`src/rtl/core/rycc_pkg.sv`:
```
`default_nettype none

package rycc_pkg;

    localparam int MAX_WIDTH  = 2048;
    localparam int MAX_HEIGHT = 2048;

    localparam int DIM_W      = 12;
    localparam int COL_W      = $clog2(MAX_WIDTH);
    localparam int ROW_W      = $clog2(MAX_HEIGHT);
    localparam int HALF_W     = COL_W - 1;
    localparam int LINE_DEPTH = MAX_WIDTH / 2;
    localparam int OFFSET_W   = 22;
    localparam int SAMPLE_W   = 8;
    localparam int PLANE_W    = 2;
    localparam int COMP_W     = 8;
    localparam int CHROMA_W   = 2 * SAMPLE_W;

    localparam int CFG_INDEX_W = 3;
    localparam int CFG_DATA_W  = 12;

    localparam logic [CFG_INDEX_W-1:0] CFG_IMAGE_WIDTH    = 3'd0;
    localparam logic [CFG_INDEX_W-1:0] CFG_IMAGE_HEIGHT   = 3'd1;
    localparam logic [CFG_INDEX_W-1:0] CFG_PRECISION_MODE = 3'd2;
    localparam logic [CFG_INDEX_W-1:0] CFG_CLIP_FLOOR     = 3'd3;
    localparam logic [CFG_INDEX_W-1:0] CFG_LUMA_CEILING   = 3'd4;
    localparam logic [CFG_INDEX_W-1:0] CFG_CHROMA_CEILING = 3'd5;

    localparam logic [DIM_W-1:0]    RESET_IMAGE_WIDTH    = 12'd640;
    localparam logic [DIM_W-1:0]    RESET_IMAGE_HEIGHT   = 12'd480;
    localparam logic                RESET_PRECISION_MODE = 1'b1;
    localparam logic [SAMPLE_W-1:0] RESET_CLIP_FLOOR     = 8'd16;
    localparam logic [SAMPLE_W-1:0] RESET_LUMA_CEILING   = 8'd235;
    localparam logic [SAMPLE_W-1:0] RESET_CHROMA_CEILING = 8'd240;

    localparam logic [PLANE_W-1:0] PLANE_Y  = 2'd0;
    localparam logic [PLANE_W-1:0] PLANE_CB = 2'd1;
    localparam logic [PLANE_W-1:0] PLANE_CR = 2'd2;

    localparam int QUEUE_DEPTH = 4;
    localparam int QPTR_W      = $clog2(QUEUE_DEPTH);

    localparam int NUM_PROD = 9;
    localparam int COEF_W   = 9;
    localparam int PROD_W   = 17;
    localparam int SUM_W    = 19;
    localparam int VAL_W    = 11;
    localparam int ACC_W    = SAMPLE_W + 2;

    // y row, cb row, cr row; each row weights red, green, blue
    localparam logic signed [COEF_W-1:0] COEF_FINE [NUM_PROD] = '{
        9'sd66,  9'sd129, 9'sd25,
        -9'sd38, -9'sd74, 9'sd112,
        9'sd112, -9'sd94, -9'sd18
    };
    localparam logic signed [COEF_W-1:0] COEF_COARSE [NUM_PROD] = '{
        9'sd33,  9'sd65,  9'sd13,
        -9'sd19, -9'sd37, 9'sd56,
        9'sd56,  -9'sd47, -9'sd9
    };

    localparam logic signed [VAL_W-1:0] LUMA_BIAS   = 11'sd16;
    localparam logic signed [VAL_W-1:0] CHROMA_BIAS = 11'sd128;

    typedef struct packed {
        logic [DIM_W-1:0]    image_width;
        logic [DIM_W-1:0]    image_height;
        logic                precision_mode;
        logic [SAMPLE_W-1:0] clip_floor;
        logic [SAMPLE_W-1:0] luma_ceiling;
        logic [SAMPLE_W-1:0] chroma_ceiling;
    } cfg_t;

    typedef struct packed {
        logic [HALF_W-1:0]   col_half;
        logic                col_odd;
        logic                row_even;
        logic                chroma;
        logic                frame_end;
        logic [OFFSET_W-1:0] luma_off;
        logic [OFFSET_W-1:0] chroma_off;
    } item_meta_t;

    typedef struct packed {
        item_meta_t        meta;
        logic [COMP_W-1:0] red;
        logic [COMP_W-1:0] green;
        logic [COMP_W-1:0] blue;
    } queue_entry_t;

endpackage

`default_nettype wire

```
`src/rtl/core/rycc_queue.sv`:
```
`default_nettype none

module rycc_queue (
    input  wire logic                  clk,
    input  wire logic                  rst_n,
    input  wire logic                  push,
    input  wire rycc_pkg::queue_entry_t push_entry,
    input  wire logic                  pop,
    output logic                       full,
    output logic                       empty,
    output rycc_pkg::queue_entry_t     head
);
    import rycc_pkg::*;

    queue_entry_t      slot_reg [QUEUE_DEPTH];
    logic [QPTR_W-1:0] wr_ptr_reg, wr_ptr_next;
    logic [QPTR_W-1:0] rd_ptr_reg, rd_ptr_next;
    logic [QPTR_W:0]   count_reg, count_next;

    assign full  = count_reg == (QPTR_W + 1)'(QUEUE_DEPTH);
    assign empty = count_reg == '0;
    assign head  = slot_reg[rd_ptr_reg];

    always_comb
    begin
        wr_ptr_next = push ? wr_ptr_reg + QPTR_W'(1) : wr_ptr_reg;
        rd_ptr_next = pop ? rd_ptr_reg + QPTR_W'(1) : rd_ptr_reg;
        priority if (push && !pop)
            count_next = count_reg + (QPTR_W + 1)'(1);
        else if (pop && !push)
            count_next = count_reg - (QPTR_W + 1)'(1);
        else
            count_next = count_reg;
    end

    always_ff @(posedge clk)
    begin
        if (push)
            slot_reg[wr_ptr_reg] <= push_entry;
    end

    always_ff @(posedge clk or negedge rst_n)
    begin
        if (!rst_n)
        begin
            wr_ptr_reg <= '0;
            rd_ptr_reg <= '0;
            count_reg  <= '0;
        end
        else
        begin
            wr_ptr_reg <= wr_ptr_next;
            rd_ptr_reg <= rd_ptr_next;
            count_reg  <= count_next;
        end
    end

endmodule

`default_nettype wire

```
`config.mk`:
```
export PLATFORM = sky130hd
export DESIGN_NAME = rycc_queue
export DESIGN_NICKNAME = d
export VERILOG_FILES = /design/src/rtl/core/rycc_pkg.sv /design/src/rtl/core/rycc_queue.sv
export SDC_FILE = /design/constraint.sdc
export NUM_CORES = 1
export LEC_CHECK = 0
export BUFFER_PORTS_ARGS = -buffer_cell sky130_fd_sc_hd__buf_2
export CORE_ASPECT_RATIO = 1.1
export CORE_UTILIZATION = 35
export DETAILED_ROUTE_END_ITERATION = 10
export GPL_TIMING_DRIVEN = 0
export SETUP_SLACK_MARGIN = 0.5
export SKIP_CTS_REPAIR_TIMING = 1
export SLEW_MARGIN = 20
export SYNTH_ARGS = -nofsm -noshare
export SYNTH_HDL_FRONTEND = slang
export SYNTH_SLANG_ARGS = --single-unit
```
`constraint.sdc`:
```
create_clock -name clk -period 3.86 [get_ports clk]
set_clock_uncertainty 0.2 [all_clocks]
set_input_delay 0.579 -clock clk [delete_from_list [all_inputs] [get_ports clk]]
set_output_delay 0.579 -clock clk [all_outputs]
set_load 0.03 [all_outputs]
```
==> results of run 1 <==
routing by layer:
metal	share of wire, %	GRT usage, %	up-vias
li1	-	-	2415
met1	41	15.8	2877
met2	51	22.8	139
met3	5.3	3.46	34
met4	2.2	4.53	0
met5	0	0	-
critical path: stages, from the launching register on:
cell,delay (ns)
dfrtp_1,0.34
buf_2,0.34
buf_2,0.37
mux4_2,0.36
buf_2,0.19
synthesized netlist by cell type:
master / count / area, um2
buf_2: 8 / 40.0
inv_1: 4 / 15.0
mux2_2: 1 / 11.3
xor2_1: 4 / 35.0
ha_1: 5 / 62.6
edfxtp_1: 328 / 9850
nor2_1: 1 / 3.75
buf_6: 7 / 78.8
o21ai_0: 1 / 5.00
and2_1: 4 / 25.0
nor3b_1: 1 / 7.51
mux4_2: 82 / 1850
nor3_1: 1 / 5.00
buf_4: 2 / 15.0
nand2_1: 2 / 7.51
clkbuf_1: 1 / 3.75
xnor2_1: 2 / 17.5
fa_1: 1 / 20.0
dfrtp_1: 7 / 175
per-stage QoR:
step | instance area [um2] | TNS, ns
finish | 14800 | 0
global route | 14800 | 0
CTS | 14800 | 0
floorplan | 12200 | 0
global placement | 13600 | -296.96
detailed placement | 13700 | 0
layout make-up:
class | count | area, um2
Tap cell | 438 | 548
Buffer | 18 | 138
Timing Repair Buffer | 174 | 966
Fill cell | 2986 | 19400
Sequential cell | 335 | 10000
Clock inverter | 9 | 126
Clock buffer | 49 | 971
Multi-Input combinational cell | 105 | 2060
Inverter | 4 | 15.0
power breakdown:
group          internal [mW]  switching (mW)  leakage, nW
clock network           1.95            1.27        0.534
logic                   1.53            2.63         1.44
registers               4.76           0.164         3.09
final timing paths:
check / endpoint / slack (ns) / cells after the start
min in group asynchronous: count_reg[1] / 0.26 / 2
hold reg to reg: count_reg[2] / 0.31 / 1
max in group asynchronous: wr_ptr_reg[1] / 3.04 / 2
setup reg to reg: slot_reg[1][25] / 1.67 / 4
hold / removal: slot_reg[1][65] / 0.08 / 1
setup / recovery: head[75] / 0.96 / 4
cells by family after synthesis:
logic type,Yosys count,synth area share [%]
AOI/OAI and AO/OA,1,0.0409
xor gates and xnor gates,6,0.430
adders and majority gates,6,0.676
buffers and inverters,22,1.25
DFF,335,82.0
muxes,83,15.2
and+or+nand+nor,9,0.399
cells in the final DEF (no fill, tap or decap), types with 2 or more instances in the layout:
cell	n
xnor2_1	2
nand2_1	2
inv_1	4
clkinv_4	2
dfrtp_1	7
clkbuf_1	13
clkbuf_16	37
ha_1	5
buf_2	177
buf_4	2
edfxtp_1	328
and2_4	4
bufinv_16	3
buf_16	4
mux4_2	82
buf_6	7
xor2_1	4
clkinv_2	3
==> flow_metrics.env, run 1 <==
export IMPL_vias=5465
export IMPL_syn_area_per_cell_um2=26.5
export IMPL_final_layout_size_suffix_gt1_share_pct=46.4
export IMPL_place_worst_setup_slack_ns=1.43
export IMPL_post_synth_instance_area_um2=12200
export IMPL_hold_path_class="in2reg"
export IMPL_die_footprint_um2=35700
export IMPL_largest_register_ffs=328
export IMPL_crit_start="rd_ptr_reg[1]"
export IMPL_initial_util_pct=35.6
export IMPL_max_cap_violations=0
export IMPL_hold_path_startpoint="push_entry[65]"
export IMPL_power_static_leakage_nw=5.07
export IMPL_critical_path_startpoint_type="register"
export IMPL_maxClockFrequency_mhz=345
export IMPL_synth_cells=462
export IMPL_yosys_warns=0
export IMPL_ys_ff_latch=335
export IMPL_drt_antenna_violating_nets=0
export IMPL_result_of_the_run="completed"
export IMPL_grt_util_all_layers_pct=13.1
export IMPL_grt_pass1_vias=6120
export IMPL_pin_count_of_the_biggest_net_entering_global_routing=44
export IMPL_final_util_pct=43.3
export IMPL_tritoncts="built"
export IMPL_worstReg2RegStart="wr_ptr_reg[1]"
export IMPL_grt_first_pass_wirelength_um=34900
export IMPL_synth_seq_area_share_pct=82.0
export IMPL_viasPerCell=4.83
export IMPL_cts_inserted_buffers=35
export IMPL_rsz0062_at_grt="no"
export IMPL_clock_sinks=335
export IMPL_required_ns=3.08
export IMPL_holdWs_ns=0.0766
export IMPL_routed_wire_per_std_cell_um=20.4
export IMPL_maximum_fanout_along_the_worst_path=10
export IMPL_syn_num_nets=554
export IMPL_insertion_delay_ns=0.51
export IMPL_pwr_density_cell_nw_per_um2=828
export IMPL_flow_area_growth_from_synthesis_pct=21.4
export IMPL_dieHeight_um=198
export IMPL_setup_worst_path_class="reg2out"
export IMPL_post_synth_num_cell_types=19
export IMPL_vdd_ir_drop_worst_uv=648
export IMPL_grt_overflow_total=0
export IMPL_detailedRoute_firstIterationViolations=273
export IMPL_drt_pass1_iter_count=6
export IMPL_clockRootBuffer="clkbuf_16"
export IMPL_top_level_ports=170
export IMPL_wirelength_um=23000
export IMPL_timing_hold_violations_final=0
export IMPL_gp_congestion=0.682
export IMPL_net_count_final=765
export IMPL_core_area_um2=34300
export IMPL_count_of_placed_standard_cells_in_the_final_layout_fillers_left_out=1132
export IMPL_totalPowerFinal_mw=12.3
export IMPL_clk_pin_slew_worst_paths_ns=0.06
export IMPL_detail_route_drc_violations=0
export IMPL_setup_viol_count_final=0
export IMPL_fp_dieW_um=180
export IMPL_buffer_ports_inserted=169
export IMPL_timing_final_crit_share_pct=75.0
export IMPL_num_antenna_cells=0
export IMPL_clock_tree_htree_level_count=2
export IMPL_placed_cells_incl_taps=1073
export IMPL_kind_of_end_point_of_the_critical_path="primary output"
export IMPL_max_transition_viols_final=0
export IMPL_worst_slew_pin_transition_ns=0.727
export IMPL_slew_headroom_pct=51.5
export IMPL_worst_slack_ns=0.963
export IMPL_critPathArrivalTime_ns=2.12
export IMPL_grt_antenna_before_repair=0
export IMPL_maximum_clock_insertion_buffer_count=3
export IMPL_detailed_place_hpwl_um=14200
export IMPL_row_count=71
export IMPL_final_min_clock_period_ns=2.90
(Power assumes the default switching activity.)
==> run 2: changes to the inputs <==
==> constraint.sdc (replaced) <==
create_clock -name clk -period 2.6 [get_ports clk]
set_clock_uncertainty 0.2 [all_clocks]
set_input_delay 0.39 -clock clk [delete_from_list [all_inputs] [get_ports clk]]
set_output_delay 0.39 -clock clk [all_outputs]
set_load 0.03 [all_outputs]
==> flow_metrics.env, run 2 (same netlist as run 1, synthesis figures left out) <==
export IMPL_setup_worst_path_class="reg2out"
export IMPL_clock_tree_htree_level_count=2
export IMPL_critical_path_top_cell_by_count="buf_12"
export IMPL_die_footprint_um2=35700
export IMPL_max_transition_viols_final=0
export IMPL_top_level_ports=170
export IMPL_final_layout_size_suffix_gt1_share_pct=42.6
export IMPL_fillers=2881
export IMPL_placed_cells_incl_taps=1073
export IMPL_num_antenna_cells=0
export IMPL_vdd_ir_drop_worst_uv=714
export IMPL_grt_antenna_before_repair=0
export IMPL_core_area_um2=34300
export IMPL_detailedRoute_firstIterationViolations=281
export IMPL_clock_sinks=335
export IMPL_clockRootBuffer="clkbuf_16"
export IMPL_final_util_pct=46.5
export IMPL_viasPerCell=4.77
export IMPL_wirelength_um=25000
export IMPL_result_of_the_run="completed"
export IMPL_slew_headroom_pct=56.0
export IMPL_rsz0062_at_grt="yes"
export IMPL_grt_overflow_total=0
export IMPL_grt_util_all_layers_pct=12.9
export IMPL_clk_pin_slew_worst_paths_ns=0.06
export IMPL_flow_area_growth_from_synthesis_pct=30.6
export IMPL_detail_route_drc_violations=0
export IMPL_critical_path_startpoint_type="register"
export IMPL_setup_tns_final_ns=0
export IMPL_final_min_clock_period_ns=2.59
export IMPL_drt_antenna_violating_nets=0
export IMPL_cp_slowest_stage_delay_ns=0.51
export IMPL_worst_slew_pin_transition_ns=0.660
export IMPL_dieHeight_um=198
export IMPL_cts_inserted_buffers=35
export IMPL_required_ns=2.01
export IMPL_hold_path_class="in2async"
export IMPL_pin_count_of_the_biggest_net_entering_global_routing=44
export IMPL_crit_family="buffers and inverters"
export IMPL_critical_path_cell_chain="buf_12, buf_12, mux4_2, buf_2"
export IMPL_row_count=71
export IMPL_detailed_place_hpwl_um=14000
export IMPL_maximum_fanout_along_the_worst_path=10
export IMPL_routed_wire_per_std_cell_um=20.2
export IMPL_setup_viol_count_final=0
export IMPL_kind_of_end_point_of_the_critical_path="primary output"
export IMPL_maxClockFrequency_mhz=386
export IMPL_critPathBufInv=3
export IMPL_net_count_final=863
export IMPL_pwr_density_cell_nw_per_um2=1180
export IMPL_power_static_leakage_nw=5.54
export IMPL_critical_path_slowest_cell="mux4_2"
export IMPL_layout_common_cells="edfxtp_1, buf_2, dlygate4sd3_1"
export IMPL_drt_pass1_iter_count=4
export IMPL_max_cap_violations=0
export IMPL_timing_final_crit_share_pct=99.7
export IMPL_buffer_ports_inserted=169
export IMPL_largest_register_ffs=328
export IMPL_count_of_placed_standard_cells_in_the_final_layout_fillers_left_out=1233
export IMPL_fp_dieW_um=180
export IMPL_maximum_clock_insertion_buffer_count=3
export IMPL_grt_first_pass_wirelength_um=34700
export IMPL_insertion_delay_ns=0.51
export IMPL_timing_hold_violations_final=0
export IMPL_grt_pass1_vias=5947
export IMPL_vias=5876
export IMPL_tritoncts="built"
export IMPL_leading_cell_type_in_the_layout_fill_and_taps_excluded="edfxtp_1"
export IMPL_initial_util_pct=35.6
export IMPL_critPathArrivalTime_ns=2.00
export IMPL_gp_congestion=0.677
export IMPL_holdWs_ns=0.0579
==> run 2: stage by stage <==
| step | power [mW] | setup WS (ns) | instance area (um2) |
|---|---|---|---|
| after floorplan | 11.8 | 0.692 | 12200 |
| after global placement | 13.5 | 0.316 | 13600 |
| after detailed placement | 13.8 | 0.348 | 13700 |
| after CTS | 18.5 | -0.215 | 14800 |
| after global routing | 19.7 | -0.0931 | 16000 |
| final | 18.8 | 0.00824 | 16000 |
==> run 2: layer usage <==
layer | GRT usage [%] | wire length, um | part of all wire, % | vias to the layer above
met5 | 0 | 0 | 0 | -
met4 | 4.65 | 580 | 2.3 | 0
met3 | 3.57 | 1330 | 5.3 | 48
met2 | 22.0 | 12600 | 50 | 157
met1 | 15.9 | 10500 | 42 | 3046
li1 | - | - | - | 2625
==> run 2: where the power goes <==
group | leakage (nW) | internal (mW) | switching, mW
combinational | 1.92 | 2.78 | 4.08
clock | 0.529 | 2.78 | 1.91
sequential | 3.09 | 7.06 | 0.245
==> run 2: worst reg2reg max path: cells and delay by family, from the launching register on <==
kind	cells	cell delay [ns]
flops	1	0.42
fa+ha+maj	1	0.28
buf+inv	1	0.11
simple gates	1	0.61
==> run 2: final cells by class <==
| class | count | area [um2] | area share, % |
|---|---|---|---|
| tap | 438 | 548 | 3.43 |
| multi-input combinational | 112 | 2120 | 13.3 |
| inverter | 4 | 15.0 | 0.0941 |
| sequential | 335 | 10000 | 62.8 |
| buffer | 18 | 235 | 1.47 |
| timing repair buffer | 265 | 1940 | 12.1 |
| clock buffer | 43 | 948 | 5.94 |
| clock inverter | 18 | 130 | 0.815 |
==> run 2: worst paths after layout <==
check                               from               to  slack (ns)  cells past startpoint
hold / removal                     rst_n     count_reg[0]        0.06                      2
setup / recovery           rd_ptr_reg[0]         head[35]       0.008                      4
setup reg to reg           wr_ptr_reg[0]  slot_reg[0][68]        0.59                      3
min in group clk                    push    wr_ptr_reg[1]        0.13                      3
max in group asynchronous          rst_n    rd_ptr_reg[0]        1.96                      2
hold reg to reg             count_reg[2]     count_reg[2]        0.33                      1
==> run 3: changes to the inputs <==
--- a/config.mk
+++ b/config.mk
@@ -5,6 +5,7 @@
 export SDC_FILE = /design/constraint.sdc
 export NUM_CORES = 1
 export LEC_CHECK = 0
+export ABC_AREA = 1
 export BUFFER_PORTS_ARGS = -buffer_cell sky130_fd_sc_hd__buf_2
 export CORE_ASPECT_RATIO = 1.1
 export CORE_UTILIZATION = 35
==> flow_metrics.env, run 3 <==
export IMPL_routed_wire_per_std_cell_um=16.8
export IMPL_ys_dominant_reg_cell="edfxtp_1"
export IMPL_post_synth_num_cell_types=16
export IMPL_int_power_mw=13.6
export IMPL_synth_seq_area_share_pct=74.1
export IMPL_pwr_density_cell_nw_per_um2=1240
export IMPL_count_of_placed_standard_cells_in_the_final_layout_fillers_left_out=1833
export IMPL_timing_hold_violations_final=0
export IMPL_die_footprint_um2=39400
export IMPL_detailedRoute_firstIterationViolations=438
export IMPL_insertion_delay_ns=0.52
export IMPL_syn_area_per_cell_um2=13.5
export IMPL_final_min_clock_period_ns=2.43
export IMPL_row_count=75
export IMPL_clock_tree_htree_level_count=2
export IMPL_number_of_flops_mapped_to_enable_cells_by_yosys=328
export IMPL_synth_top_cell_by_area="edfxtp_1"
export IMPL_detailed_place_hpwl_um=19600
export IMPL_reg2reg_depth=6
export IMPL_yosys_warns=0
export IMPL_gp_congestion=0.704
export IMPL_maximum_clock_insertion_buffer_count=3
export IMPL_critical_path_startpoint_type="register"
export IMPL_core_area_um2=38100
export IMPL_ys_ff_latch=335
export IMPL_synth_cells=1005
export IMPL_area_of_the_multi_input_gates_um2=2370
export IMPL_num_antenna_cells=0
export IMPL_grt_pass1_vias=8205
export IMPL_synth_most_common_cell="edfxtp_1"
export IMPL_vias=8409
export IMPL_largest_register_ffs=328
export IMPL_cts_inserted_buffers=36
export IMPL_synthArstFlopShare_pct=2.09
export IMPL_post_synth_instance_area_um2=13500
export IMPL_pin_count_of_the_biggest_net_entering_global_routing=28
export IMPL_viasPerCell=4.59
export IMPL_comb_power_share_pct=45.3
export IMPL_syn_num_nets=1097
export IMPL_buffer_ports_inserted=169
export IMPL_result_of_the_run="completed"
export IMPL_initial_util_pct=35.5
export IMPL_clk_pin_slew_worst_paths_ns=0.06
export IMPL_grt_util_all_layers_pct=15.6
export IMPL_hold_path_class="in2async"
export IMPL_fp_dieW_um=189
export IMPL_maxClockFrequency_mhz=411
export IMPL_rsz0062_at_grt="yes"
export IMPL_max_cap_violations=0
export IMPL_placed_cells_incl_taps=1687
export IMPL_final_seq_area_um2=10000
export IMPL_fillers=3365
export IMPL_slew_headroom_pct=65.4
export IMPL_clock_power_share_pct=21.7
export IMPL_holdWs_ns=0.0397
export IMPL_clockRootBuffer="clkbuf_16"
export IMPL_power_switching_share_pct=38.4
export IMPL_worstReg2RegStart="wr_ptr_reg[0]"
export IMPL_critical_path_slowest_cell="dfrtp_1"
export IMPL_critical_path_cell_chain="buf_6, buf_12, buf_8, o211ai_1, nand2_1, buf_4"
export IMPL_power_static_leakage_nw=7.08
export IMPL_tritoncts="built"
export IMPL_seq_power_share_pct=33.1
export IMPL_cp_slowest_stage_delay_ns=0.37
export IMPL_grt_antenna_before_repair=0
export IMPL_layout_common_cells="edfxtp_1, nand2_1, inv_1"
export IMPL_grt_overflow_total=0
export IMPL_vdd_ir_drop_worst_uv=824
export IMPL_final_util_pct=46.6
export IMPL_kind_of_end_point_of_the_critical_path="primary output"
export IMPL_critPathArrivalTime_ns=1.84
export IMPL_maximum_fanout_along_the_worst_path=10
export IMPL_regToRegEndpoint="slot_reg[0][23]"
export IMPL_total_switching_power_mw=8.46
export IMPL_dieHeight_um=208
export IMPL_flow_area_growth_from_synthesis_pct=31.2
export IMPL_top_level_ports=170
export IMPL_setup_worst_path_class="reg2out"
export IMPL_synth_top_cells_by_area="edfxtp_1, o211ai_1, nand2_1"
export IMPL_max_transition_viols_final=0
export IMPL_wirelength_um=30800
export IMPL_timing_final_crit_share_pct=93.6
export IMPL_worst_slew_pin_transition_ns=0.518
export IMPL_detail_route_drc_violations=0
export IMPL_leading_cell_type_in_the_layout_fill_and_taps_excluded="edfxtp_1"
export IMPL_clock_sinks=335
export IMPL_rrSetupSlack_ns=0.42
export IMPL_required_ns=2.01
export IMPL_synth_top_cells_by_count="edfxtp_1, nand2_1, inv_1"
export IMPL_synth_top_cell_area_share_pct=72.8
export IMPL_setup_viol_count_final=0
export IMPL_drt_pass1_iter_count=7
export IMPL_net_count_final=1401
export IMPL_grt_first_pass_wirelength_um=46400
export IMPL_drt_antenna_violating_nets=0
export IMPL_final_layout_size_suffix_gt1_share_pct=22.4
## run 3: cell count changes after synthesis, sizes merged, moves of 4 or more
cell    delta
buf       +37
inv      +172
mux4      -82
o211ai   +164
nand2    +257
and2       -4
## run 3: final cells by class
class                   count  area share, %
flip-flops and latches    335           56.5
multi-input cells         438           13.3
repair buffers            266           13.1
clock buffers              43           5.35
inverters                 176           3.81
well taps                 500           3.53
plain buffers              56           3.48
clock inverters            19          0.853
## run 3: worst max path at each step
stage                        startpoint  slack (ns)         endpoint
after floorplan           wr_ptr_reg[0]        0.14   slot_reg[0][0]
after global placement             push       -1.12  slot_reg[2][36]
after detailed placement           push        0.32  slot_reg[0][27]
after CTS                 rd_ptr_reg[1]        -0.1          head[9]
after global routing      rd_ptr_reg[0]        0.08         head[17]
final                     rd_ptr_reg[0]        0.17         head[81]
## run 3: worst max-delay path: cells and delay by family, from the launching register on
family / cells / cell delay [ns]
AO/OA/AOI/OAI: 1 / 0.18
AND/OR/NAND/NOR: 1 / 0.13
flip-flops: 1 / 0.37
buffers and inverters: 4 / 0.63
## run 3: cell families (layout without fill, tap and decap cells)
kind of cell    count (synthesis)  in the layout  synth area share (%)
fa+ha+maj                       6              6                 0.611
simple gates                  263            263                  7.35
flops                         335            335                  74.1
buf+inv                       232            560                  8.51
xor+xnor                        4              4                 0.259
compound gates                165            165                  9.14
## run 3: layer usage
layer / vias up / part of all wire (%) / GRT usage, % / routed length (um)
met5: - / 0 / 0 / 0
met4: 0 / 1.5 / 4.73 / 474
met3: 41 / 4.0 / 3.05 / 1240
met2: 170 / 51 / 26.8 / 15700
met1: 4089 / 44 / 19.7 / 13400
li1: 4109 / - / - / -
## run 3: power by group through the flow
| stage | sequential, mW | combinational (mW) | clock, mW |
|---|---|---|---|
| 4_1_cts | 7.29 | 8.87 | 4.88 |
| 3_3_place_gp | 7.47 | 8.51 | 0 |
| 2_1_floorplan | 7.40 | 5.79 | 0 |
| 6_report | 7.29 | 9.98 | 4.77 |
| 3_5_place_dp | 7.40 | 8.84 | 0 |
| 5_1_grt | 7.36 | 10.8 | 5.08 |
## run 3: per-stage QoR
stage | instance area (um2) | worst slack (ns) | setup TNS [ns] | power (mW)
after floorplan | 13600 | 0.137 | 0 | 13.2
after global routing | 17700 | 0.0829 | 0 | 23.2
after detailed placement | 15300 | 0.318 | 0 | 16.2
after CTS | 16400 | -0.0981 | -3.84 | 21.0
final | 17700 | 0.166 | 0 | 22.0
after global placement | 15000 | -1.12 | -349.75 | 16.0
