===== src/rtl/core/rycc_pkg.sv =====
`default_nettype none

package rycc_pkg;

    localparam int MAX_WIDTH  = 2048;
    localparam int MAX_HEIGHT = 2048;

    localparam int DIM_W      = 12;
    localparam int COL_W      = $clog2(MAX_WIDTH);
    localparam int ROW_W      = $clog2(MAX_HEIGHT);
    localparam int HALF_W     = COL_W - 1;
    localparam int LINE_DEPTH = MAX_WIDTH / 2;
    localparam int OFFSET_W   = 22;
    localparam int SAMPLE_W   = 8;
    localparam int PLANE_W    = 2;
    localparam int COMP_W     = 8;
    localparam int CHROMA_W   = 2 * SAMPLE_W;

    localparam int CFG_INDEX_W = 3;
    localparam int CFG_DATA_W  = 12;

    localparam logic [CFG_INDEX_W-1:0] CFG_IMAGE_WIDTH    = 3'd0;
    localparam logic [CFG_INDEX_W-1:0] CFG_IMAGE_HEIGHT   = 3'd1;
    localparam logic [CFG_INDEX_W-1:0] CFG_PRECISION_MODE = 3'd2;
    localparam logic [CFG_INDEX_W-1:0] CFG_CLIP_FLOOR     = 3'd3;
    localparam logic [CFG_INDEX_W-1:0] CFG_LUMA_CEILING   = 3'd4;
    localparam logic [CFG_INDEX_W-1:0] CFG_CHROMA_CEILING = 3'd5;

    localparam logic [DIM_W-1:0]    RESET_IMAGE_WIDTH    = 12'd640;
    localparam logic [DIM_W-1:0]    RESET_IMAGE_HEIGHT   = 12'd480;
    localparam logic                RESET_PRECISION_MODE = 1'b1;
    localparam logic [SAMPLE_W-1:0] RESET_CLIP_FLOOR     = 8'd16;
    localparam logic [SAMPLE_W-1:0] RESET_LUMA_CEILING   = 8'd235;
    localparam logic [SAMPLE_W-1:0] RESET_CHROMA_CEILING = 8'd240;

    localparam logic [PLANE_W-1:0] PLANE_Y  = 2'd0;
    localparam logic [PLANE_W-1:0] PLANE_CB = 2'd1;
    localparam logic [PLANE_W-1:0] PLANE_CR = 2'd2;

    localparam int QUEUE_DEPTH = 4;
    localparam int QPTR_W      = $clog2(QUEUE_DEPTH);

    localparam int NUM_PROD = 9;
    localparam int COEF_W   = 9;
    localparam int PROD_W   = 17;
    localparam int SUM_W    = 19;
    localparam int VAL_W    = 11;
    localparam int ACC_W    = SAMPLE_W + 2;

    // y row, cb row, cr row; each row weights red, green, blue
    localparam logic signed [COEF_W-1:0] COEF_FINE [NUM_PROD] = '{
        9'sd66,  9'sd129, 9'sd25,
        -9'sd38, -9'sd74, 9'sd112,
        9'sd112, -9'sd94, -9'sd18
    };
    localparam logic signed [COEF_W-1:0] COEF_COARSE [NUM_PROD] = '{
        9'sd33,  9'sd65,  9'sd13,
        -9'sd19, -9'sd37, 9'sd56,
        9'sd56,  -9'sd47, -9'sd9
    };

    localparam logic signed [VAL_W-1:0] LUMA_BIAS   = 11'sd16;
    localparam logic signed [VAL_W-1:0] CHROMA_BIAS = 11'sd128;

    typedef struct packed {
        logic [DIM_W-1:0]    image_width;
        logic [DIM_W-1:0]    image_height;
        logic                precision_mode;
        logic [SAMPLE_W-1:0] clip_floor;
        logic [SAMPLE_W-1:0] luma_ceiling;
        logic [SAMPLE_W-1:0] chroma_ceiling;
    } cfg_t;

    typedef struct packed {
        logic [HALF_W-1:0]   col_half;
        logic                col_odd;
        logic                row_even;
        logic                chroma;
        logic                frame_end;
        logic [OFFSET_W-1:0] luma_off;
        logic [OFFSET_W-1:0] chroma_off;
    } item_meta_t;

    typedef struct packed {
        item_meta_t        meta;
        logic [COMP_W-1:0] red;
        logic [COMP_W-1:0] green;
        logic [COMP_W-1:0] blue;
    } queue_entry_t;

endpackage

`default_nettype wire


===== src/rtl/core/rycc_if.sv =====
`default_nettype none

interface rycc_pixel_if;
    import rycc_pkg::*;

    logic              valid;
    logic              ready;
    logic [COMP_W-1:0] red;
    logic [COMP_W-1:0] green;
    logic [COMP_W-1:0] blue;

    modport source (output valid, red, green, blue, input ready);
    modport sink (input valid, red, green, blue, output ready);
endinterface


`default_nettype wire


===== src/rtl/core/rycc_front.sv =====
`default_nettype none

module rycc_front (
    input  wire logic                  clk,
    input  wire logic                  rst_n,
    input  wire rycc_pkg::cfg_t        cfg,
    rycc_pixel_if.sink                 pixels,
    input  wire logic                  q_full,
    output logic                       push,
    output rycc_pkg::queue_entry_t     entry
);
    import rycc_pkg::*;

    localparam int CMP_W = COL_W + 1;

    logic [COL_W-1:0]    col_reg, col_next;
    logic [ROW_W-1:0]    row_reg, row_next;
    logic [OFFSET_W-1:0] luma_pos_reg, luma_pos_next;

    logic [DIM_W-1:0]    w_sat;
    logic [DIM_W-1:0]    h_sat;
    logic [CMP_W-1:0]    col_plus;
    logic [ROW_W:0]      row_plus;
    logic                row_end;
    logic                frame_end;
    logic [OFFSET_W-1:0] row_base;

    // saturate geometry to the supported range
    always_comb
    begin
        priority if (cfg.image_width == '0)
            w_sat = DIM_W'(1);
        else if (cfg.image_width > DIM_W'(MAX_WIDTH))
            w_sat = DIM_W'(MAX_WIDTH);
        else
            w_sat = cfg.image_width;

        priority if (cfg.image_height == '0)
            h_sat = DIM_W'(1);
        else if (cfg.image_height > DIM_W'(MAX_HEIGHT))
            h_sat = DIM_W'(MAX_HEIGHT);
        else
            h_sat = cfg.image_height;
    end

    assign col_plus  = CMP_W'(col_reg) + CMP_W'(1);
    assign row_plus  = (ROW_W + 1)'(row_reg) + (ROW_W + 1)'(1);
    assign row_end   = col_plus >= CMP_W'(w_sat);
    assign frame_end = row_end && (DIM_W'(row_plus) >= h_sat);

    assign row_base = OFFSET_W'(OFFSET_W'(row_reg[ROW_W-1:1]) *
                                OFFSET_W'(w_sat[DIM_W-1:1]));

    assign pixels.ready = !q_full;
    assign push         = pixels.valid && !q_full;

    always_comb
    begin
        entry.red             = pixels.red;
        entry.green           = pixels.green;
        entry.blue            = pixels.blue;
        entry.meta.col_half   = col_reg[COL_W-1:1];
        entry.meta.col_odd    = col_reg[0];
        entry.meta.row_even   = !row_reg[0];
        entry.meta.chroma     = row_reg[0] && col_reg[0];
        entry.meta.frame_end  = frame_end;
        entry.meta.luma_off   = luma_pos_reg;
        entry.meta.chroma_off = row_base + OFFSET_W'(col_reg[COL_W-1:1]);
    end

    always_comb
    begin
        col_next      = col_reg;
        row_next      = row_reg;
        luma_pos_next = luma_pos_reg;
        if (push)
        begin
            priority if (frame_end)
            begin
                col_next      = '0;
                row_next      = '0;
                luma_pos_next = '0;
            end
            else if (row_end)
            begin
                col_next      = '0;
                row_next      = row_plus[ROW_W-1:0];
                luma_pos_next = luma_pos_reg + OFFSET_W'(1);
            end
            else
            begin
                col_next      = col_plus[COL_W-1:0];
                luma_pos_next = luma_pos_reg + OFFSET_W'(1);
            end
        end
    end

    always_ff @(posedge clk or negedge rst_n)
    begin
        if (!rst_n)
        begin
            col_reg      <= '0;
            row_reg      <= '0;
            luma_pos_reg <= '0;
        end
        else
        begin
            col_reg      <= col_next;
            row_reg      <= row_next;
            luma_pos_reg <= luma_pos_next;
        end
    end

endmodule

`default_nettype wire


===== src/flat_wrapper.sv =====
// flat-port wrapper written by rule: the top's interface ports become plain ports
module rycc_front_flat import rycc_pkg::*;
  (clk, rst_n, cfg, q_full, push, entry, pixels_valid, pixels_red, pixels_green, pixels_blue, pixels_ready);
  rycc_pixel_if pixels_i ();
  input  wire logic clk;
  input  wire logic rst_n;
  input  wire rycc_pkg::cfg_t cfg;
  input  wire logic q_full;
  output logic push;
  output rycc_pkg::queue_entry_t entry;
  input wire logic [$bits(pixels_i.valid)-1:0] pixels_valid;
  input wire logic [$bits(pixels_i.red)-1:0] pixels_red;
  input wire logic [$bits(pixels_i.green)-1:0] pixels_green;
  input wire logic [$bits(pixels_i.blue)-1:0] pixels_blue;
  output wire logic [$bits(pixels_i.ready)-1:0] pixels_ready;
  assign pixels_i.valid = pixels_valid;
  assign pixels_i.red = pixels_red;
  assign pixels_i.green = pixels_green;
  assign pixels_i.blue = pixels_blue;
  assign pixels_ready = pixels_i.ready;
  rycc_front u_core (.clk(clk), .rst_n(rst_n), .cfg(cfg), .pixels(pixels_i), .q_full(q_full), .push(push), .entry(entry));
endmodule

===== config.mk =====
export PLATFORM = sky130hd
export DESIGN_NAME = rycc_front_flat
export DESIGN_NICKNAME = d
export VERILOG_FILES = /design/src/rtl/core/rycc_pkg.sv /design/src/rtl/core/rycc_if.sv /design/src/rtl/core/rycc_front.sv /design/src/flat_wrapper.sv
export SDC_FILE = /design/constraint.sdc
export NUM_CORES = 1
export LEC_CHECK = 0
export BUFFER_PORTS_ARGS = -buffer_cell sky130_fd_sc_hd__buf_2
export CAP_MARGIN = 20
export CELL_PAD_IN_SITES_DETAIL_PLACEMENT = 0
export CELL_PAD_IN_SITES_GLOBAL_PLACEMENT = 1
export CORE_MARGIN = 2
export CORE_UTILIZATION = 38
export DETAILED_ROUTE_END_ITERATION = 7
export PLACE_DENSITY = 0.84
export SYNTH_ARGS = -nofsm -noshare
export SYNTH_HDL_FRONTEND = slang
export SYNTH_SLANG_ARGS = --single-unit
export TNS_END_PERCENT = 1

===== constraint.sdc =====
create_clock -name clk -period 6.82 [get_ports clk]
set_input_delay 1.023 -clock clk [delete_from_list [all_inputs] [get_ports clk]]
set_output_delay 1.023 -clock clk [all_outputs]
set_load 0.02 [all_outputs]

==> impl_metrics.json, run 1 <==
{
  "start_util_pct": 38.7,
  "n_antenna_cell": 0,
  "critPathMostFrequentCell": "fa_1",
  "clock_latency_ns": 0.29,
  "clock-sinks": 44,
  "maxCapViolCount": 0,
  "routabilityCongestion": 0.802,
  "wl_per_cell_um": 13.7,
  "synth_nets": 1137,
  "syn_area_per_cell_sq_um": 8.48,
  "crit_slowest_cell": "fa_1",
  "setup_tns_ns": -0.530,
  "cp_max_fo": 7,
  "drtAntennaViolNets": 0,
  "synth_top_area_cell": "fa_1",
  "die_w_um": 145,
  "grt_pass1_vias": 6092,
  "slowest_delay_ns": 0.55,
  "slew_headroom_pct": 57.4,
  "seq_area_frac_synth_pct": 14.6,
  "core_area_sq_um": 19500,
  "cts_made_buffers": 5,
  "tritoncts": "yes",
  "first_pass_iters": 5,
  "clk_pin_slew_worst_paths_ns": 0.06,
  "hold_viol_final": 0,
  "yosys-top-cells-area": "fa_1 (22%), ha_1 (15%), dfrtp_1 (15%)",
  "port_buffers": 87,
  "synthArstFlopShare_pct": 100,
  "path_cells": "buf_12 -> nor2b_1 -> buf_4 -> nand2_2 -> fa_1 -> inv_1 -> fa_1 -> inv_2 -> fa_1 -> inv_1 -> fa_1 -> inv_1 -> fa_1 -> inv_2 -> ha_4 -> a211oi_4 -> nor2_4 -> o41ai_4 -> o31ai_2 -> and4_1 -> or3_4 -> buf_6",
  "max_freq_mhz": 144,
  "io_pins": 161,
  "largest_register_ffs": 22,
  "crit_type": "in2out",
  "synth.distinct_cells": 60,
  "htree_levels": 2,
  "syn_to_final_growth_pct": 18.5,
  "final_util_pct": 45.9,
  "violations": "setup timing",
  "cp.required_ns": 5.80,
  "setup_ws_ns": -0.131,
  "power_density_nw_per_um2": 187,
  "drt_wl_total_um": 17200,
  "synthFlopType": "dfrtp_1",
  "die_area_sq_um": 21000,
  "synth_edf_count": 0,
  "netlist_area_sq_um": 7540,
  "netlist.area_leader.share_pct": 21.5,
  "status": "finished with violations",
  "period_needed_ns": 6.95,
  "wl_met1_um": 8070,
  "grt_use_total_pct": 16.9,
  "grt_pass1_wl_um": 28900,
  "fp.dieH_um": 145,
  "nets": 1237,
  "vdd_drop_max_mv": 0.0957,
  "place_area_sq_um": 8410,
  "fin_skew_ns": 0.00560,
  "dr.max_layer_used": "met4",
  "post-route-drc-count": 0,
  "grt_max_degree": 45,
  "worst_slew_pin_slew_ns": 0.639,
  "period_share_pct": 102,
  "critPathArrivalTime_ns": 5.93,
  "hold_path.class": "reg2reg",
  "rsz0062_at_grt": "true",
  "ys_warn_count": 0,
  "final_cell_mix": "inv_1 (138), nand2_1 (104), ha_1 (84), buf_2 (79), fa_1 (78)",
  "design_area_sq_um": 8940,
  "final_common_cell": "inv_1",
  "cp-start-kind": "input pin",
  "clock_path_buffers": 2,
  "leakage_nw": 4.67,
  "dr_wl_met3_um": 640,
  "dpl_worst_slack_ns": -0.312,
  "clock_tree.root_cell": "clkbuf_16",
  "dpl.hpwl_um": 13900,
  "drtIter0Drc": 237,
  "overflow": 0,
  "cp_top_family": "adder cells",
  "core.rowCount": 51,
  "drive_gt1_share_pct": 21.9,
  "antenna_found_initial": 0,
  "critPathBufInv": 8,
  "ys_ff_latch": 44,
  "synth_cells": 889,
  "finalMaxSlewViolations": 0,
  "viasPerCell": 4.93,
  "endpoint_kind": "output port",
  "num_vias": 6181,
  "dr_wl_met2_um": 8330,
  "setup_viol_count_final": 7,
  "holdWs_ns": 0.546
}
[metrics by stage]
step | power, mW | instances
floorplan | 1.03 | 889
global placement | 1.29 | 1234
detailed placement | 1.31 | 1234
CTS | 1.65 | 1254
global route | 1.82 | 1255
finish | 1.67 | 1255
[power by group]
part / switching [mW] / internal [mW]
logic: 0.560 / 0.450
registers: 0.0775 / 0.297
clock network: 0.0998 / 0.183
total: 0.737 / 0.931
[layer usage]
layer / vias to the layer above / global-route usage [%]
met5: - / 0
met4: 0 / 3.07
met3: 18 / 1.84
met2: 115 / 28.5
met1: 3024 / 23.8
li1: 3024 / -
[cell families after synthesis]
kind of cell    synth area share [%]
simple gates                    20.8
buf+inv                         11.6
fa+ha+maj                       36.4
compound gates                  10.1
xor+xnor                        6.16
flops                           14.6
mux                            0.299
[worst reg2reg max path, delay by kind of cell, from the launching register on]
kind,cells,cell delay [ns]
compound gates,3,0.36
mux,1,0.22
fa+ha+maj,2,0.62
simple gates,5,1.35
xor+xnor,1,0.18
buf+inv,1,0.18
flops,1,0.70
[timing repair]
action | CTS | global route
hold buffers | 0 | 0
gates resized for setup | 36 | 22
pin swaps | 41 | 11
endpoints found under the setup margin | 11 | 13
buffers inserted | 12 | 0
[synth_stat cells (2+ instances only)]
cell type  count
nor4_1         7
or2_1          2
nand2_1      106
fa_1          81
a211oi_2       2
and2_1        60
a31o_1         2
nor3_1        14
nand4_1       11
xnor2_1       29
buf_4         26
nand3_1       22
a21o_1         8
o21ai_0        6
o211ai_1       3
or3_1          2
a21oi_1       23
nor2_1        47
and3_1         4
clkbuf_1      31
and4_1         4
a221o_1        2
nor2b_1       19
nand2b_1       3
ha_1          90
xor2_1        24
dfrtp_1       44
o21bai_1       3
o21a_1         5
o21ai_1       18
nor2_2         2
a22o_1         9
inv_1        142
nor3_2         2
mux2_2         2
a31oi_1        5
buf_2          6
[path summary, 6_finish.rpt]
check	end	slack [ns]	from	cells after the start
max reg2reg	u_core.row_reg[0]	3.15	u_core.row_reg[1]	13
min in group asynchronous	u_core.luma_pos_reg[11]	0.58	rst_n	1
min	u_core.luma_pos_reg[1]	0.55	u_core.luma_pos_reg[1]	2
max	entry[39]	-0.13	cfg[48]	22
max in group asynchronous	u_core.col_reg[7]	5.78	rst_n	2
min reg2reg	u_core.luma_pos_reg[1]	0.55	u_core.luma_pos_reg[1]	2
[final cells by class]
type | count | area, sq um
Tap cell | 265 | 332
Inverter | 142 | 533
Multi-Input combinational cell | 640 | 5770
Sequential cell | 44 | 1100
Clock buffer | 6 | 139
Fill cell | 1935 | 10500
Clock inverter | 2 | 38.8
Timing Repair Buffer | 156 | 1020
Note: power is estimated with default switching activity, not from simulation.
==> run 2, diff against run 1 <==
Settings changed: CORE_UTILIZATION 38 to 35, PLACE_DENSITY 0.84 to 0.78.
==> impl_metrics.json, run 2 (synthesis gave the netlist of run 1 again) <==
{
  "worst-r2r-cell-count": 13,
  "drtIter0Drc": 307,
  "maxCapViolCount": 0,
  "port_buffers": 87,
  "core.rowCount": 53,
  "crit_slowest_cell": "fa_1",
  "overflow": 0,
  "grt_max_degree": 45,
  "hold_path.class": "reg2reg",
  "grt_pass1_wl_um": 28900,
  "max_freq_mhz": 142,
  "die_area_sq_um": 22700,
  "setup_viol_count_final": 7,
  "io_pins": 161,
  "post-route-drc-count": 0,
  "slowest_delay_ns": 0.57,
  "nets": 1238,
  "cp_max_fo": 5,
  "critPathMostFrequentCell": "fa_1",
  "hold_viol_final": 0,
  "n_antenna_cell": 0,
  "core_area_sq_um": 21100,
  "grt_use_total_pct": 15.6,
  "clock_tree.root_cell": "clkbuf_16",
  "cp_top_family": "adder cells",
  "power_density_nw_per_um2": 184,
  "num_vias": 6117,
  "status": "finished with violations",
  "drive_gt1_share_pct": 22.3,
  "routabilityCongestion": 0.808,
  "antenna_found_initial": 0,
  "reg2reg_to": "u_core.row_reg[10]",
  "path_cells": "buf_12 -> nor2b_2 -> buf_6 -> buf_4 -> nand2_1 -> fa_1 -> inv_1 -> fa_1 -> fa_1 -> fa_1 -> inv_1 -> fa_1 -> inv_1 -> ha_4 -> o21ai_2 -> nor2_2 -> o41ai_4 -> o311ai_4 -> a311oi_2 -> xnor2_1 -> buf_4",
  "clk_pin_slew_worst_paths_ns": 0.06,
  "vdd_drop_max_mv": 0.105,
  "setup_ws_ns": -0.202,
  "cp.depth": 21,
  "endpoint_kind": "output port",
  "worst_slew_pin_slew_ns": 0.778,
  "first_pass_iters": 6,
  "period_needed_ns": 7.02,
  "htree_levels": 2,
  "reg2reg_slack_ns": 3.20,
  "viasPerCell": 4.83,
  "r2r-start": "u_core.row_reg[1]",
  "clock_path_buffers": 2,
  "rsz0062_at_grt": "true",
  "cp.required_ns": 5.80,
  "final_common_cell": "inv_1",
  "final_cell_mix": "inv_1 (136), nand2_1 (103), ha_1 (85), fa_1 (78), buf_2 (77)",
  "fp.dieH_um": 151,
  "violations": "setup timing",
  "clock-sinks": 44,
  "period_share_pct": 103,
  "dpl.hpwl_um": 14100,
  "finalMaxSlewViolations": 0,
  "fin_skew_ns": 0.0107,
  "leakage_nw": 4.67,
  "drt_wl_total_um": 17600,
  "drtAntennaViolNets": 0,
  "crit_type": "in2out",
  "cts_made_buffers": 5,
  "place_area_sq_um": 8410,
  "design_area_sq_um": 8970,
  "die_w_um": 151,
  "largest_register_ffs": 22,
  "wl_per_cell_um": 13.9,
  "setup.worst_path.end": "entry[43]",
  "grt_pass1_vias": 5845,
  "finalPower_mw": 1.65,
  "syn_to_final_growth_pct": 19.0,
  "clock_latency_ns": 0.29,
  "hp-start": "u_core.luma_pos_reg[1]",
  "tritoncts": "yes",
  "slew_headroom_pct": 48.1,
  "cp-start-kind": "input pin",
  "crit_path_start": "cfg[48]",
  "critPathArrivalTime_ns": 6.00,
  "start_util_pct": 35.8,
  "critPathBufInv": 7
}
-- run 2: changes by cell type in the layout (fill, tap and decap cells not counted), moves of 2 or more --
cell     delta
buf_4       +4
a21oi_2     -2
inv_2       +2
inv_1       -2
buf_6       -2
buf_2       -2
-- run 2: where the power goes --
part           leakage [nW]  total (mW)  switching, mW  internal [mW]
Sequential            0.574       0.373         0.0753          0.297
Combinational          4.02        1.00          0.561          0.443
Clock                0.0804       0.278          0.104          0.174
-- run 2: how the worst min path moves through the flow --
| stage | to | slack, ns | depth (start not counted) |
|---|---|---|---|
| after floorplan | u_core.row_reg[1] | 0.55 | 1 |
| after global placement | u_core.luma_pos_reg[1] | 0.52 | 2 |
| after detailed placement | u_core.luma_pos_reg[1] | 0.53 | 2 |
| after CTS | u_core.luma_pos_reg[1] | 0.54 | 2 |
| after global routing | u_core.luma_pos_reg[21] | 0.59 | 2 |
| final | u_core.luma_pos_reg[1] | 0.54 | 2 |
-- run 2: final cells by class --
class / instances / area (sq um)
clock inverter: 3 / 46.3
multi-input combinational: 640 / 5770
tap: 275 / 344
clock buffer: 5 / 125
timing repair buffer: 157 / 1050
sequential: 44 / 1100
inverter: 142 / 533
fill: 2132 / 12100
-- run 2: metal layers --
| metal | wire (um) | share of wire, % | global-route usage [%] |
|---|---|---|---|
| met5 | 0 | 0 | 0 |
| met4 | 42 | 0.24 | 1.12 |
| met1 | 8590 | 49 | 23.4 |
| met3 | 603 | 3.4 | 1.30 |
| met2 | 8400 | 48 | 25.6 |
-- run 2: per-stage QoR --
step           hold slack (ns)  TNS (ns)  cells  setup slack (ns)  utilization (%)
3_5_place_dp             0.525     -2.19   1243            -0.325             39.9
5_1_grt                  0.585     -2.87   1266            -0.431             42.5
3_3_place_gp             0.521     -1.79   1243            -0.278             39.9
2_1_floorplan            0.549   -0.0329    889           -0.0329                -
4_1_cts                  0.539    -0.981   1265            -0.215             42.1
6_report                 0.536    -0.926   1266            -0.202             42.5
-- run 2: worst register-to-register path, stage by stage (launching register included) --
cell	delay, ns
dfrtp_1	0.66
ha_1	0.34
nand3_1	0.20
nor2_1	0.29
nand3_1	0.24
nor2_1	0.23
xor2_1	0.19
ha_1	0.26
a21o_1	0.16
a21oi_1	0.15
o21ai_1	0.08
buf_4	0.18
nor2_2	0.35
a221o_1	0.22
-- run 2: timing repair --
action	4_1_cts	5_1_grt
cloned	1	0
gates resized for setup	42	15
endpoints found under the hold margin	0	0
setup buffers	13	0
endpoints found under the setup margin	11	13
pin swaps	38	17
hold buffers	0	0
==> run 3, diff against run 2 <==
Settings changed: CAP_MARGIN 20 to 15, SETUP_SLACK_MARGIN set to 0.15.
==> impl_metrics.json, run 3 (synthesis gave the netlist of run 1 again) <==
{
  "worst_slew_pin_slew_ns": 1.01,
  "cp_top_family": "adder cells",
  "die_w_um": 151,
  "dpl.hpwl_um": 14300,
  "drive_gt1_share_pct": 23.2,
  "setup.worst_path.end": "entry[43]",
  "drtAntennaViolNets": 0,
  "first_pass_iters": 4,
  "syn_to_final_growth_pct": 19.7,
  "finalMaxSlewViolations": 0,
  "wl_per_cell_um": 13.8,
  "fp.dieH_um": 151,
  "antenna_found_initial": 0,
  "power_density_nw_per_um2": 184,
  "reg2reg_to": "u_core.row_reg[10]",
  "die_area_sq_um": 22700,
  "rsz0062_at_grt": "true",
  "num_vias": 6168,
  "clock-sinks": 44,
  "leakage_nw": 4.67,
  "overflow": 0,
  "setup_tns_ns": -0.310,
  "reg2reg_slack_ns": 2.92,
  "drtIter0Drc": 305,
  "period_needed_ns": 6.93,
  "vdd_drop_max_mv": 0.123,
  "slew_headroom_pct": 32.8,
  "cp-start-kind": "input pin",
  "start_util_pct": 35.8,
  "viasPerCell": 4.85,
  "htree_levels": 2,
  "clock_tree.root_cell": "clkbuf_16",
  "nets": 1245,
  "endpoint_kind": "output port",
  "final_common_cell": "inv_1",
  "status": "finished with violations",
  "crit_type": "in2out",
  "clock_path_buffers": 2,
  "grt_max_degree": 45,
  "worst-r2r-cell-count": 11,
  "holdWs_ns": 0.543,
  "crit_slowest_cell": "fa_2",
  "critPathMostFrequentCell": "fa_1",
  "fin_skew_ns": 0.00470,
  "cp.depth": 21,
  "hold_path.class": "reg2reg",
  "hold_viol_final": 0,
  "r2r-start": "u_core.row_reg[1]",
  "critPathArrivalTime_ns": 5.91,
  "clock_latency_ns": 0.28,
  "crit_path_start": "cfg[43]",
  "setup_ws_ns": -0.113,
  "core_area_sq_um": 21100,
  "io_pins": 161,
  "grt_use_total_pct": 15.7,
  "postCtsHoldBufs": 0,
  "port_buffers": 87,
  "path_cells": "buf_6 -> nor2b_1 -> buf_4 -> buf_6 -> and2_4 -> fa_2 -> inv_2 -> fa_1 -> fa_1 -> fa_1 -> fa_1 -> inv_2 -> ha_4 -> buf_12 -> buf_6 -> nand4_1 -> buf_4 -> o311ai_2 -> a311oi_2 -> xnor2_1 -> buf_4",
  "n_antenna_cell": 0,
  "routabilityCongestion": 0.813,
  "final_cell_mix": "inv_1 (136), nand2_1 (104), ha_1 (82), buf_4 (82), fa_1 (79)",
  "core.rowCount": 53,
  "post-route-drc-count": 0,
  "period_share_pct": 102,
  "critPathBufInv": 9,
  "cp_max_fo": 6,
  "slowest_delay_ns": 0.53,
  "grt_pass1_vias": 6017,
  "clk_pin_slew_worst_paths_ns": 0.06,
  "cp.required_ns": 5.80,
  "cts_made_buffers": 5,
  "drt_wl_total_um": 17600,
  "max_freq_mhz": 144,
  "violations": "setup timing",
  "maxCapViolCount": 0,
  "finalPower_mw": 1.66,
  "setup_viol_count_final": 5,
  "dpl_worst_slack_ns": -0.352,
  "largest_register_ffs": 22,
  "grt_pass1_wl_um": 29200,
  "tritoncts": "yes"
}
run 3: worst reg2reg max path, cell delays in order (launching register included):
cell,delay [ns]
dfrtp_1,0.69
ha_1,0.33
nand3_1,0.21
nor2_1,0.31
nand3_1,0.24
nor2_1,0.27
xor2_1,0.10
ha_1,0.30
nand4_1,0.09
o21ai_1,0.63
nor2_2,0.24
a221o_1,0.35
run 3: timing repair:
item	CTS	global route
resized for setup	49	13
gates cloned	1	0
pin swaps	54	7
endpoints found under the setup margin	13	14
setup buffers	10	0
run 3: worst min-delay path by stage:
stage | from | to | slack (ns) | depth (start not counted)
floorplan | u_core.row_reg[1] | u_core.row_reg[1] | 0.55 | 1
global placement | u_core.luma_pos_reg[1] | u_core.luma_pos_reg[1] | 0.52 | 2
detailed placement | u_core.luma_pos_reg[1] | u_core.luma_pos_reg[1] | 0.53 | 2
CTS | u_core.luma_pos_reg[1] | u_core.luma_pos_reg[1] | 0.55 | 2
global route | u_core.luma_pos_reg[1] | u_core.luma_pos_reg[1] | 0.57 | 2
finish | u_core.luma_pos_reg[1] | u_core.luma_pos_reg[1] | 0.54 | 2
run 3: per-layer routing:
metal | up-vias | part of all wire [%] | global-route usage [%]
li1 | 3041 | - | -
met1 | 3017 | 46 | 22.5
met4 | 0 | 0.61 | 2.10
met3 | 6 | 4.3 | 1.84
met5 | - | 0 | 0
met2 | 104 | 49 | 26.4
run 3: layout make-up:
type,count,area (sq um)
well taps,275,344
multi-input cells,640,5800
flip-flops and latches,44,1100
inverters,142,533
fillers,2145,12100
clock inverters,2,13.8
clock buffers,6,139
repair buffers,164,1090
run 3: metrics by stage:
stage          util [%]  area [sq um]  cells
6_report           42.8          9020   1273
5_1_grt            42.8          9020   1273
4_1_cts            42.5          8970   1273
3_5_place_dp       40.6          8560   1254
3_3_place_gp       40.6          8560   1254
2_1_floorplan         -          7640    889
run 3: report_power, final:
group	total (mW)	switching, mW	internal, mW
registers	0.370	0.0730	0.297
logic	1.05	0.571	0.478
clock network	0.244	0.0978	0.146
total	1.66	0.742	0.922
